<file path="src/hw/rtl/spt_pkg.sv">
`timescale 1ns / 1ps
// Shared types and constants for the skin partition triangle parser.
// No dependencies; imported by every module of the block.
package spt_pkg;

  // Word on the input channel: one raw table byte plus end-of-table mark.
  typedef struct packed {
    logic [7:0] data_byte;
    logic       last_byte;
  } in_word_t;

  // Word on the result channel.
  typedef struct packed {
    logic        kind;
    logic [15:0] vertex_a;
    logic [15:0] vertex_b;
    logic [15:0] vertex_c;
    logic        truncated;
  } out_word_t;

  // Entry of the byte queue between front and parser, already classified.
  typedef struct packed {
    logic [7:0] data_byte;
    logic       last_byte;
    logic       byte_nz;
  } byte_ent_t;

  // Configuration registers as seen by the parser.
  typedef struct packed {
    logic [15:0] partition_count;
    logic [15:0] vertex_count;
  } cfg_t;

  localparam logic KIND_TRI = 1'b0;
  localparam logic KIND_END = 1'b1;

  // Register index (byte address bit 2).
  localparam logic REG_PARTITION_COUNT = 1'b0;
  localparam logic REG_VERTEX_COUNT    = 1'b1;

  localparam int unsigned SKIP_W = 34;

  localparam logic [SKIP_W-1:0] HDR_BYTES  = 34'd2;
  localparam logic [SKIP_W-1:0] TRI_BYTES  = 34'd6;
  localparam logic [SKIP_W-1:0] TAIL_BYTES = 34'd10;

endpackage

</file>
<file path="src/hw/rtl/skin_partition_triangle_parser.sv">
`timescale 1ns / 1ps
// Top level of the skin partition triangle parser: register port, byte
// front end, parser and result queue. Depends on spt_pkg and its submodules.
//
//  channel   | dir | handshake                 | word
//  ----------+-----+---------------------------+-----------------------------
//  in_       | in  | in_valid / in_stall       | in_word_t: data_byte, last_byte
//  out_      | out | out_valid / out_stall     | out_word_t: kind, vertex_a..c,
//            |     |                           |   truncated
//  register  | in  | psel/penable/pwrite/pready| 0x0 partition_count,
//            |     |                           | 0x4 vertex_count (16 bits each)
//
// Cycles: one byte per clock sustained while neither queue is full; the
//   parser takes one queued byte per cycle while the result queue has
//   room, bounded by its single state update per byte. A result word is
//   registered in the front queue, then the result queue, before out_ shows it.
//   A closing byte that completes a triangle yields two words back to back.
// Reset: rst_n is synchronous, active low; clears queues and parser state,
//   registers read zero.
// Stalls: the front queue absorbs in_ words while the parser waits; the
//   parser only takes a byte when the result queue has room for two words.
module skin_partition_triangle_parser import spt_pkg::*; #(
  parameter int IN_DEPTH = 4
) (
  input  logic        clk,
  input  logic        rst_n,

  input  logic        in_valid,
  output logic        in_stall,
  input  in_word_t    in_data,

  output logic        out_valid,
  input  logic        out_stall,
  output out_word_t   out_data,

  input  logic        psel,
  input  logic        penable,
  input  logic        pwrite,
  input  logic [2:0]  paddr,
  input  logic [31:0] pwdata,
  output logic [31:0] prdata,
  output logic        pready
);

  cfg_t       cfg_r;
  logic       cfg_wr;
  logic       reg_sel;

  byte_ent_t  ent;
  logic       ent_valid;
  logic       ent_pop;
  logic       res_room;
  out_word_t  res0;
  out_word_t  res1;
  logic [1:0] res_cnt;

  // Register port: write completes on the access cycle; bit 2 picks the
  // register, so every write lands in one of the two.
  assign pready  = 1'b1;
  assign reg_sel = paddr[2];
  assign cfg_wr  = psel & penable & pwrite & pready;
  assign prdata  = (reg_sel == REG_VERTEX_COUNT) ? {16'd0, cfg_r.vertex_count}
                                                 : {16'd0, cfg_r.partition_count};

  always_ff @(posedge clk) begin
    if (!rst_n) begin
      cfg_r <= '0;
    end else if (cfg_wr) begin
      if (reg_sel == REG_PARTITION_COUNT) begin
        cfg_r.partition_count <= pwdata[15:0];
      end else begin
        cfg_r.vertex_count <= pwdata[15:0];
      end
    end
  end

  // front: accept and classify bytes into a short queue
  spt_front #(
    .DEPTH (IN_DEPTH)
  ) u_front (
    .clk       (clk),
    .rst_n     (rst_n),
    .in_valid  (in_valid),
    .in_stall  (in_stall),
    .in_data   (in_data),
    .ent_valid (ent_valid),
    .ent       (ent),
    .ent_pop   (ent_pop)
  );

  // back: partition walk, region skipping, triangle checks
  spt_parser u_parser (
    .clk       (clk),
    .rst_n     (rst_n),
    .cfg       (cfg_r),
    .ent_valid (ent_valid),
    .ent       (ent),
    .ent_pop   (ent_pop),
    .res_room  (res_room),
    .res0      (res0),
    .res1      (res1),
    .res_cnt   (res_cnt)
  );

  // results wait here so the parser never sees out_stall directly
  spt_result_queue u_resq (
    .clk       (clk),
    .rst_n     (rst_n),
    .res0      (res0),
    .res1      (res1),
    .res_cnt   (res_cnt),
    .res_room  (res_room),
    .out_valid (out_valid),
    .out_stall (out_stall),
    .out_data  (out_data)
  );

endmodule

</file>
<file path="src/hw/rtl/spt_front.sv">
`timescale 1ns / 1ps
// Front end: accepts table bytes, flags nonzero bytes, and queues them.
// Depends on spt_pkg.
module spt_front import spt_pkg::*; #(
  parameter int DEPTH = 4
) (
  input  logic      clk,
  input  logic      rst_n,
  input  logic      in_valid,
  output logic      in_stall,
  input  in_word_t  in_data,
  output logic      ent_valid,
  output byte_ent_t ent,
  input  logic      ent_pop
);

  localparam int PW = (DEPTH > 1) ? $clog2(DEPTH) : 1;
  localparam int CW = $clog2(DEPTH + 1);
  localparam logic [PW-1:0] LAST_PTR = PW'(DEPTH - 1);

  byte_ent_t         mem [DEPTH];
  logic [PW-1:0]     wr_ptr_r, wr_ptr_nxt;
  logic [PW-1:0]     rd_ptr_r, rd_ptr_nxt;
  logic [CW-1:0]     cnt_r, cnt_nxt;
  logic              push;
  logic              pop;

  assign in_stall  = (cnt_r == CW'(DEPTH));
  assign ent_valid = (cnt_r != '0);
  assign ent       = mem[rd_ptr_r];
  assign push      = in_valid & ~in_stall;
  assign pop       = ent_pop & ent_valid;

  always_comb begin
    wr_ptr_nxt = wr_ptr_r;
    rd_ptr_nxt = rd_ptr_r;
    cnt_nxt    = cnt_r;
    if (push) begin
      wr_ptr_nxt = (wr_ptr_r == LAST_PTR) ? '0 : wr_ptr_r + PW'(1);
    end
    if (pop) begin
      rd_ptr_nxt = (rd_ptr_r == LAST_PTR) ? '0 : rd_ptr_r + PW'(1);
    end
    if (push && !pop) begin
      cnt_nxt = cnt_r + CW'(1);
    end else if (pop && !push) begin
      cnt_nxt = cnt_r - CW'(1);
    end
  end

  always_ff @(posedge clk) begin
    if (!rst_n) begin
      wr_ptr_r <= '0;
      rd_ptr_r <= '0;
      cnt_r    <= '0;
    end else begin
      wr_ptr_r <= wr_ptr_nxt;
      rd_ptr_r <= rd_ptr_nxt;
      cnt_r    <= cnt_nxt;
    end
  end

  // classify on the way in: flag bytes only care about zero / nonzero
  always_ff @(posedge clk) begin
    if (push) begin
      mem[wr_ptr_r] <= '{data_byte: in_data.data_byte,
                         last_byte: in_data.last_byte,
                         byte_nz:   |in_data.data_byte};
    end
  end

endmodule

</file>
<file path="src/hw/rtl/spt_parser.sv">
`timescale 1ns / 1ps
// Back end: partition table parser, one queued byte per cycle while the result
// queue has room, up to two results per byte. Depends on spt_pkg.
module spt_parser import spt_pkg::*; (
  input  logic       clk,
  input  logic       rst_n,
  input  cfg_t       cfg,
  input  logic       ent_valid,
  input  byte_ent_t  ent,
  output logic       ent_pop,
  input  logic       res_room,
  output out_word_t  res0,
  output out_word_t  res1,
  output logic [1:0] res_cnt
);

  typedef enum logic [3:0] {
    PH_VERTS, PH_TRIS_CNT, PH_BONES_CNT, PH_STRIPS_CNT, PH_WGTS_CNT,
    PH_BONES, PH_VMAP_FLAG, PH_VMAP, PH_WGT_FLAG, PH_WGT, PH_STRIPS,
    PH_FACE_FLAG, PH_FACES, PH_BIDX_FLAG, PH_TAIL, PH_TRIS
  } phase_t;

  phase_t             phase_r, phase_nxt;
  logic [7:0]         low_r, low_nxt;
  logic [15:0]        vert_r, vert_nxt;
  logic [15:0]        tris_r, tris_nxt;
  logic [15:0]        strips_r, strips_nxt;
  logic [15:0]        wgt_r, wgt_nxt;
  logic [SKIP_W-1:0]  skip_r, skip_nxt;
  logic [15:0]        pidx_r, pidx_nxt;
  logic [15:0]        tidx_r, tidx_nxt;
  logic [15:0]        held_a_r, held_a_nxt;   // also holds bone count
  logic [15:0]        held_b_r, held_b_nxt;
  logic               done_r, done_nxt;

  logic [31:0]        vw;
  logic [SKIP_W-1:0]  tris_x6;
  logic [SKIP_W-1:0]  skip_dec;
  logic [15:0]        word16;
  logic [15:0]        pidx_inc;
  logic [15:0]        tidx_inc;
  logic               ent_go;
  phase_t             ent_tgt;
  phase_t             p;
  logic               fin;
  logic               tri_emit;
  logic               end_emit;
  logic               trunc;

  assign vw       = vert_r * wgt_r;
  assign tris_x6  = ({18'd0, tris_r} << 2) + ({18'd0, tris_r} << 1);
  assign skip_dec = skip_r - 34'd1;
  assign word16   = {ent.data_byte, low_r};
  assign pidx_inc = pidx_r + 16'd1;
  assign tidx_inc = tidx_r + 16'd1;
  assign ent_pop  = ent_valid & res_room;

  always_comb begin
    phase_nxt  = phase_r;
    low_nxt    = low_r;
    vert_nxt   = vert_r;
    tris_nxt   = tris_r;
    strips_nxt = strips_r;
    wgt_nxt    = wgt_r;
    skip_nxt   = skip_r;
    pidx_nxt   = pidx_r;
    tidx_nxt   = tidx_r;
    held_a_nxt = held_a_r;
    held_b_nxt = held_b_r;
    done_nxt   = done_r;
    ent_go     = 1'b0;
    ent_tgt    = phase_r;
    p          = phase_r;
    fin        = 1'b0;
    tri_emit   = 1'b0;
    end_emit   = 1'b0;
    trunc      = 1'b0;

    if (!done_r) begin
      if (phase_r == PH_VERTS && skip_r == HDR_BYTES &&
          pidx_r >= cfg.partition_count) begin
        done_nxt = 1'b1;
      end else begin
        case (phase_r)
          PH_VERTS, PH_TRIS_CNT, PH_BONES_CNT, PH_STRIPS_CNT, PH_WGTS_CNT: begin
            if (skip_r == HDR_BYTES) begin
              low_nxt  = ent.data_byte;
              skip_nxt = 34'd1;
            end else begin
              case (phase_r)
                PH_VERTS:      vert_nxt   = word16;
                PH_TRIS_CNT:   tris_nxt   = word16;
                PH_BONES_CNT:  held_a_nxt = word16;
                PH_STRIPS_CNT: strips_nxt = word16;
                default:       wgt_nxt    = word16;
              endcase
              if (phase_r == PH_WGTS_CNT) begin
                ent_go  = 1'b1;
                ent_tgt = PH_BONES;
              end else begin
                phase_nxt = phase_t'(phase_r + 4'd1);
                skip_nxt  = HDR_BYTES;
              end
            end
          end
          PH_VMAP_FLAG: begin
            ent_go  = 1'b1;
            ent_tgt = ent.byte_nz ? PH_VMAP : PH_WGT_FLAG;
          end
          PH_WGT_FLAG: begin
            ent_go  = 1'b1;
            ent_tgt = ent.byte_nz ? PH_WGT : PH_STRIPS;
          end
          PH_FACE_FLAG: begin
            ent_go  = 1'b1;
            ent_tgt = (ent.byte_nz && strips_r == 16'd0) ? PH_FACES : PH_BIDX_FLAG;
          end
          PH_BIDX_FLAG: begin
            skip_nxt  = (ent.byte_nz ? {2'b00, vw} : '0) + TAIL_BYTES;
            phase_nxt = PH_TAIL;
          end
          PH_TRIS: begin
            // skip counts 6..1 over the triple: odd counts complete a word
            if (skip_r == 34'd5) begin
              held_a_nxt = word16;
            end else if (skip_r == 34'd3) begin
              held_b_nxt = word16;
            end else if (skip_r == 34'd1) begin
              tri_emit = (held_a_r < cfg.vertex_count) &&
                         (held_b_r < cfg.vertex_count) &&
                         (word16 < cfg.vertex_count);
            end else begin
              low_nxt = ent.data_byte;
            end
            skip_nxt = skip_dec;
            if (skip_dec == '0) begin
              tidx_nxt = tidx_inc;
              if (tidx_inc >= tris_r) begin
                fin = 1'b1;
              end else begin
                skip_nxt = TRI_BYTES;
              end
            end
          end
          default: begin
            // plain skip regions
            skip_nxt = skip_dec;
            if (skip_dec == '0) begin
              ent_go = 1'b1;
              case (phase_r)
                PH_BONES:  ent_tgt = PH_VMAP_FLAG;
                PH_VMAP:   ent_tgt = PH_WGT_FLAG;
                PH_WGT:    ent_tgt = PH_STRIPS;
                PH_STRIPS: ent_tgt = PH_FACE_FLAG;
                PH_FACES:  ent_tgt = PH_BIDX_FLAG;
                default:   ent_tgt = PH_TRIS;
              endcase
            end
          end
        endcase
      end
    end

    // region entry: empty regions fall through to the next phase
    if (ent_go) begin
      p = ent_tgt;
      if (p == PH_BONES) begin
        if (held_a_r != 16'd0) skip_nxt = {17'd0, held_a_r, 1'b0};
        else p = PH_VMAP_FLAG;
      end
      if (p == PH_VMAP) begin
        if (vert_r != 16'd0) skip_nxt = {17'd0, vert_r, 1'b0};
        else p = PH_WGT_FLAG;
      end
      if (p == PH_WGT) begin
        if (vw != 32'd0) skip_nxt = {vw, 2'b00};
        else p = PH_STRIPS;
      end
      if (p == PH_STRIPS) begin
        if (strips_r != 16'd0) skip_nxt = {17'd0, strips_r, 1'b0};
        else p = PH_FACE_FLAG;
      end
      if (p == PH_FACES) begin
        if (tris_r != 16'd0) skip_nxt = tris_x6;
        else p = PH_BIDX_FLAG;
      end
      if (p == PH_TRIS) begin
        tidx_nxt = 16'd0;
        if (tris_r == 16'd0) fin = 1'b1;
        else skip_nxt = TRI_BYTES;
      end
      phase_nxt = p;
    end

    if (fin) begin
      pidx_nxt  = pidx_inc;
      done_nxt  = done_nxt | (pidx_inc >= cfg.partition_count);
      phase_nxt = PH_VERTS;
      skip_nxt  = HDR_BYTES;
    end

    if (ent.last_byte) begin
      end_emit   = 1'b1;
      trunc      = !done_nxt && !(phase_nxt == PH_VERTS && skip_nxt == HDR_BYTES);
      phase_nxt  = PH_VERTS;
      low_nxt    = '0;
      vert_nxt   = '0;
      tris_nxt   = '0;
      strips_nxt = '0;
      wgt_nxt    = '0;
      skip_nxt   = HDR_BYTES;
      pidx_nxt   = '0;
      tidx_nxt   = '0;
      held_a_nxt = '0;
      held_b_nxt = '0;
      done_nxt   = 1'b0;
    end
  end

  out_word_t tri_word;
  out_word_t end_word;

  assign tri_word = '{kind: KIND_TRI, vertex_a: held_a_r, vertex_b: held_b_r,
                      vertex_c: word16, truncated: 1'b0};
  assign end_word = '{kind: KIND_END, vertex_a: 16'd0, vertex_b: 16'd0,
                      vertex_c: 16'd0, truncated: trunc};

  // triangle always goes ahead of the end report
  assign res0    = tri_emit ? tri_word : end_word;
  assign res1    = end_word;
  assign res_cnt = ent_pop ? ({1'b0, tri_emit} + {1'b0, end_emit}) : 2'd0;

  always_ff @(posedge clk) begin
    if (!rst_n) begin
      phase_r  <= PH_VERTS;
      low_r    <= '0;
      vert_r   <= '0;
      tris_r   <= '0;
      strips_r <= '0;
      wgt_r    <= '0;
      skip_r   <= HDR_BYTES;
      pidx_r   <= '0;
      tidx_r   <= '0;
      held_a_r <= '0;
      held_b_r <= '0;
      done_r   <= 1'b0;
    end else if (ent_pop) begin
      phase_r  <= phase_nxt;
      low_r    <= low_nxt;
      vert_r   <= vert_nxt;
      tris_r   <= tris_nxt;
      strips_r <= strips_nxt;
      wgt_r    <= wgt_nxt;
      skip_r   <= skip_nxt;
      pidx_r   <= pidx_nxt;
      tidx_r   <= tidx_nxt;
      held_a_r <= held_a_nxt;
      held_b_r <= held_b_nxt;
      done_r   <= done_nxt;
    end
  end

endmodule

</file>
<file path="src/hw/rtl/spt_result_queue.sv">
`timescale 1ns / 1ps
// Result queue: takes up to two words per cycle from the parser and
// hands them out one per cycle while out_stall is low. Depends on spt_pkg.
module spt_result_queue import spt_pkg::*; (
  input  logic       clk,
  input  logic       rst_n,
  input  out_word_t  res0,
  input  out_word_t  res1,
  input  logic [1:0] res_cnt,
  output logic       res_room,
  output logic       out_valid,
  input  logic       out_stall,
  output out_word_t  out_data
);

  localparam int DEPTH = 4;
  localparam int PW    = $clog2(DEPTH);
  localparam int CW    = $clog2(DEPTH + 1);

  out_word_t      mem [DEPTH];
  logic [PW-1:0]  wr_ptr_r, wr_ptr_nxt;
  logic [PW-1:0]  rd_ptr_r, rd_ptr_nxt;
  logic [CW-1:0]  cnt_r, cnt_nxt;
  logic           pop;

  assign out_valid = (cnt_r != '0);
  assign out_data  = mem[rd_ptr_r];
  assign pop       = out_valid & ~out_stall;
  assign res_room  = (cnt_r <= CW'(DEPTH - 2));

  always_comb begin
    wr_ptr_nxt = wr_ptr_r + PW'(res_cnt);
    rd_ptr_nxt = pop ? rd_ptr_r + PW'(1) : rd_ptr_r;
    cnt_nxt    = cnt_r + CW'(res_cnt) - CW'(pop);
  end

  always_ff @(posedge clk) begin
    if (!rst_n) begin
      wr_ptr_r <= '0;
      rd_ptr_r <= '0;
      cnt_r    <= '0;
    end else begin
      wr_ptr_r <= wr_ptr_nxt;
      rd_ptr_r <= rd_ptr_nxt;
      cnt_r    <= cnt_nxt;
    end
  end

  always_ff @(posedge clk) begin
    if (res_cnt != 2'd0) begin
      mem[wr_ptr_r] <= res0;
    end
    if (res_cnt == 2'd2) begin
      mem[wr_ptr_r + PW'(1)] <= res1;
    end
  end

endmodule

</file>
<file path="config.mk">
export PLATFORM = sky130hd
export DESIGN_NAME = skin_partition_triangle_parser
export DESIGN_NICKNAME = d
export VERILOG_FILES = /design/src/hw/rtl/spt_pkg.sv /design/src/hw/rtl/skin_partition_triangle_parser.sv /design/src/hw/rtl/spt_front.sv /design/src/hw/rtl/spt_parser.sv /design/src/hw/rtl/spt_result_queue.sv
export SDC_FILE = /design/constraint.sdc
export NUM_CORES = 2
export LEC_CHECK = 0
export ABC_AREA = 1
export BUFFER_PORTS_ARGS = -buffer_cell sky130_fd_sc_hd__buf_2
export CAP_MARGIN = 20
export CORE_MARGIN = 2
export CORE_UTILIZATION = 35
export DETAILED_ROUTE_END_ITERATION = 10
export SETUP_SLACK_MARGIN = 0.4
export SLEW_MARGIN = 5
export SYNTH_ARGS = -nofsm -noshare
export SYNTH_HDL_FRONTEND = slang
export SYNTH_SLANG_ARGS = --single-unit
</file>
<file path="constraint.sdc">
create_clock -name clk -period 7.6 [get_ports clk]
set_input_delay 0.38 -clock clk [delete_from_list [all_inputs] [get_ports clk]]
set_output_delay 0.38 -clock clk [all_outputs]
set_load 0.005 [all_outputs]
</file>
* Word level (Yosys, flattened, before mapping)
Memory sizes are Yosys's and may differ from the RTL's. A register that Yosys moved wholly into a read port is not among the register bits.
Cells that the tools add are included.
** Operators by class
- $add $sub $neg :: 16
- Multipliers :: 1
- $lt $le $gt $ge :: 7
- Equality and inequality tests :: 41
- Multiplexer cells :: 154
- Bitwise operators :: 10
- Reduce and logical (&&, ||, !) cells :: 50
** Operator list (number)
- $mux W34 :: 22
- $mux W16 :: 46
- $pmux W34 S4 :: 1
- $mux W4 :: 28
- $eq A34 B2 Y1 const B :: 3
- $reduce_bool A16 Y1 :: 4
- $mux W8 :: 7
- $mux W50 :: 1
- $ge A16 B16 Y1 :: 3
- $lt A16 B16 Y1 :: 3
- $eq A4 B4 Y1 const B :: 11
- $pmux W4 S5 :: 2
- $add A34 B4 Y34 const B :: 1
- $eq A34 B1 Y1 const B :: 1
- $eq A34 B3 Y1 const B :: 1
- $logic_not A34 Y1 :: 1
- $sub A34 B1 Y34 const B :: 1
- $add A16 B1 Y16 const B :: 2
- $logic_not A16 Y1 :: 2
- $mul A16 B16 Y32 :: 1
- $mux W1 :: 32
- $mux W32 :: 1
- $pmux W16 S2 :: 1
- $reduce_bool A32 Y1 :: 1
- other kinds (41) :: 103
** Storage, ports and cells
- Flip-flop bits (word level) :: 221
- Memory bits (writable) :: 240
- Bits of input ports :: 51
- Output and inout bits :: 85
- Logic and storage cells :: 301
- Memories kept :: 2
** Memories
- u_resq.mem :: depth 4, width 50, read ports 1, clocked after Yosys merged registers in 1, write ports 2, line spt_result_queue.sv:20 : out_word_t mem [DEPTH];
- u_front.mem :: depth 4, width 10, read ports 1, clocked after Yosys merged registers in 1, write ports 1, line spt_front.sv:21 : byte_ent_t mem [DEPTH];

* Longest topological paths before layout
- Depth after elaboration :: 31
- Depth in mapped cells :: 52

* Hierarchy
From an unflattened synthesis, not the netlist that was laid out.
** Second synthesis, totals
- Cells, all modules :: 5642
- Area total of the unflattened synthesis :: 40478.8 um^2
** By module, submodules not included
- spt_parser :: instances 1, cells an instance 4153, area each 26406.6 um^2, seq. area each 3503.4 um^2
- spt_result_queue :: instances 1, cells an instance 1053, area each 10279.9 um^2, seq. area each 6185.9 um^2
- spt_front :: instances 1, cells an instance 171, area each 2016.9 um^2, seq. area each 1381.3 um^2
- skin_partition_triangle_parser :: instances 1, cells an instance 265, area each 1775.5 um^2, seq. area each 640.6 um^2

* Worst setup path after synthesis
OpenSTA, ideal clock, no wires.
- Kind :: register -> register
- Start :: register u_parser.vert_r[11]
- End :: memory u_resq.mem[1][0] (netlist name) (data pin)
- Library setup time :: 260 ps
- Arrival time :: 7278 ps
- Required time :: 7340 ps
- Slack :: 61 ps
- Stages on the path, launching flop included :: 40
- Cells stage by stage :: dfxtp_1 -> clkbuf_1 -> buf_1 -> nand2_1 -> fa_1 -> fa_1 -> fa_1 -> fa_1 -> fa_1 -> fa_1 -> inv_1 -> ha_1 -> a21oi_1 -> a21boi_0 -> nand3_1 -> or2_2 -> nand2_1 -> inv_1 -> [4 not listed] -> nor2_1 -> nand4_1 -> nand3_2 -> buf_4 -> nand3_1 -> nor2_4 -> buf_6 -> nand2_1 -> nand3_1 -> nand2_1 -> nand2_1 -> nand2_1 -> nor2_1 -> nand2_1 -> nor2_1 -> nand3_1 -> nand2_2 -> nor2_1
** RTL lines
- start: declaration :: line spt_parser.sv:25 : logic [15:0] vert_r, vert_nxt;
- start signal: assignment :: line spt_parser.sv:250 : vert_r <= vert_nxt;
- end: declaration :: line spt_result_queue.sv:20

==> impl_metrics.csv <==
group,metric,value,unit
worst_setup_path,cpLargestDelayFamily,"adder cells",
logic_synthesis,ys_seq_elements,465,
detailed_routing,drtAntennaViolNets,0,
logic_synthesis,yosysTopAreaCell,"dfxtp_1",
final_layout,syn_to_final_growth,23.5,%
detailed_routing,drt_iter0_drc,2872,
die,die-area,109000,um^2
clocking,worstSkewPairLatency,0.64,ns
logic_synthesis,synth_warnings,0,
final_layout,final_common_cell,"nand2_1",
clocking,cts.sinks,465,
grt,grt_pass1_vias,34862,
worst_setup_path,cp_common_cell,"nand2_1",
outcome,violations,"setup timing",
logic_synthesis,syn_area,37100,um^2
logic_synthesis,synth_top_area_share,22.7,%
grt,antenna_found_initial,2,
placed_design,placedCellCount,6944,
die,die_h,329,um
die,ios,136,
detailed_routing,first_pass_iters,8,
timing,grt_setup_unrepaired,"yes",
logic_synthesis,synthArstFlopShare,0,%
timing,max_slew_margin,24.6,%
placed_design,hpwlAfterDp,95.0,mm
timing,setup_ws,-0.102,ns
clocking,cts_buffer_depth,3,
final_layout,nets,6184,
final_layout,n_fill_cell,10751,
timing,finalSetupViolations,4,
logic_synthesis,ys.flop_type,"dfxtp_1",
final_layout,seq_area,9830,um^2
grt,grt_pass1_wl,198,mm
die,core-area,105000,um^2
worst_setup_path,worstSetupPathType,"reg -> reg",
timing,finClkSkew,0.0295,ns
worst_hold_path,hold_class,"in -> reg",
grt,overflow,0,
worst_setup_path,max_stage_delay,0.60,ns
outcome,status,"finished, violations left",
logic_synthesis,syn_avg_cell_area,6.93,um^2
logic_synthesis,seq_area_frac_synth,26.3,%
timing,hold_viol,0,
detailed_routing,drcViolationCount,0,
timing,finalMaxSlewViolations,0,
final_layout,multi_input_area,24400,um^2
logic_synthesis,synth_cell_types,67,
timing,fmax,130,MHz
die,start_util,35.3,%
grt,grt_usage,23.0,%
final_layout,diodes,0,
detailed_routing,drt-vias-per-instance,5.21,
clocking,cts.clk_slew.worst_paths,0.06,ns
die,num_rows,119,
final_layout,mostFrequentLayoutCells,"1142 x nand2_1, 809 x inv_1, 450 x a21oi_1, 396 x dfxtp_1, 389 x buf_4",
worst_setup_path,required,7.97,ns
placed_design,port_buffers,100,
worst_setup_path,critPathMaxFanout,4,
die,die_w,329,um
logic_synthesis,netlist_instances,5346,
clocking,cts_buffers,53,
clocking,cts_root_buf,"clkbuf_16",
worst_setup_path,crit_slowest_cell,"fa_2",
worst_setup_path,crit_buf_inv,9,
grt,grt_max_degree,106,
final_layout,layout-drive-gt1-share,19.3,%
job,maxCapViolCount,0,
logic_synthesis,synth_edf_count,44,
timing,fin_crit_sh,101,%
final_layout,post_layout_nonfiller_instances,7124,
timing,min_period,7.70,ns
logic_synthesis,synthTopCellsByArea,"dfxtp_1 23%, nand2_1 12%, fa_1 11%",
worst_setup_path,crit_path_start_kind,"flip-flop",
detailed_routing,vias,37103,
detailed_routing,wl_per_cell,18.1,um
detailed_routing,drt-total-wl,129,mm
worst_setup_path,critPathCaptureType,"flip-flop",
placed_design,gp_congestion,0.984,
clocking,h-tree-depth,2,
worst_setup_path,arrival,8.07,ns
clocking,cts_tree,"built",
timing,tightestPinTransition,1.13,ns
-- worst paths after layout --
path,startpoint,cells after the start,slack (ns),endpoint
setup / recovery,u_parser.vert_r[6],43,-0.10,u_resq.mem[3][0]
hold / removal,pwdata[3],3,0.05,cfg_r[19]
setup reg to reg,u_parser.vert_r[6],43,-0.10,u_resq.mem[3][0]
hold reg to reg,u_resq.mem[2][49],2,0.45,u_resq.mem[2][49]
-- cells in the mapped netlist, drive strengths merged, types with 8 or more instances --
cell type / instances
a21o: 8
a21oi: 502
a22oi: 8
a31oi: 12
buf: 70
clkbuf: 234
dfxtp: 421
edfxtp: 44
fa: 197
ha: 245
inv: 853
nand2: 1230
nand3: 285
nand3b: 8
nand4: 74
nor2: 361
nor3: 45
nor4: 15
o211ai: 33
o21ai: 334
o21bai: 13
o221ai: 8
o22ai: 209
or2: 20
xnor2: 16
xor2: 46
-- metrics by stage --
step                setup slack (ns)  TNS, ns  area, um^2  hold WS (ns)  utilization [%]
detailed placement            -0.614    -2.83       41300         0.439             39.3
floorplan                      0.402        0       37300         0.422                -
finish                        -0.102   -0.387       45800        0.0521             43.6
global placement              -0.608    -2.57       41300         0.437             39.3
CTS                           0.0508        0       44400        0.0234             42.3
global route                  -0.364    -1.45       45800        0.0466             43.6
-- cells by family (layout without fill, tap and decap cells) --
kind of cell               after synthesis  in the layout  synth area share, %
and+or+nand+nor                       2044           2044                 23.5
AOI/OAI and AO/OA                     1170           1170                 17.5
xor gates and xnor gates                62             62                 1.47
other                                    2             17               0.0203
adders and majority gates              442            442                 18.9
buffers and inverters                 1161           1533                 12.2
DFF                                    465            465                 26.3
-- metal layers --
layer | share of wire, % | track usage, %
met1 | 43 | 30.3
met2 | 48 | 39.3
met3 | 5.7 | 2.54
met4 | 3.4 | 7.11
met5 | 0 | 0
-- flip-flops by register name (all words and copies together), names as in the netlist, 3 cells and up, named ones only --
signal and cells:
u_parser.skip_r 34, u_front.cnt_r 3, u_parser.low_r 8, u_parser.held_b_r 16
u_parser.phase_r 4, u_parser.tris_r 16, u_parser.pidx_r 16, u_resq.cnt_r 3
u_parser.vert_r 16, u_parser.held_a_r 16, u_parser.strips_r 16, u_front.mem 40
u_parser.wgt_r 16, cfg_r 32, u_parser.tidx_r 16, u_resq.mem 200
-- worst min-delay path, stage by stage --
cell,delay (ns)
buf_2,0.09
o21ai_0,0.07
a21oi_1,0.11
-- area by class of cell --
cell class / instances / share of cell area, %
Clock buffer: 69 / 3.22
Clock inverter: 28 / 0.965
Inverter: 857 / 7.07
Multi-Input combinational cell: 3735 / 53.3
Sequential cell: 465 / 21.5
Tap cell: 1391 / 3.80
Timing Repair Buffer: 579 / 10.1
-- what timing repair did --
item                                    in CTS  in global routing
buffers inserted                            44                 24
cloned                                       3                  1
endpoints found under the hold margin       37                  0
endpoints found under the setup margin      75                 75
pin swaps                                   81                118
hold buffers                                10                  0
gates resized for setup                    216                287
Power is left out: the tool's default activity adds up to more than one toggle a clock period on the data nets, which glitch-free logic cannot reach.
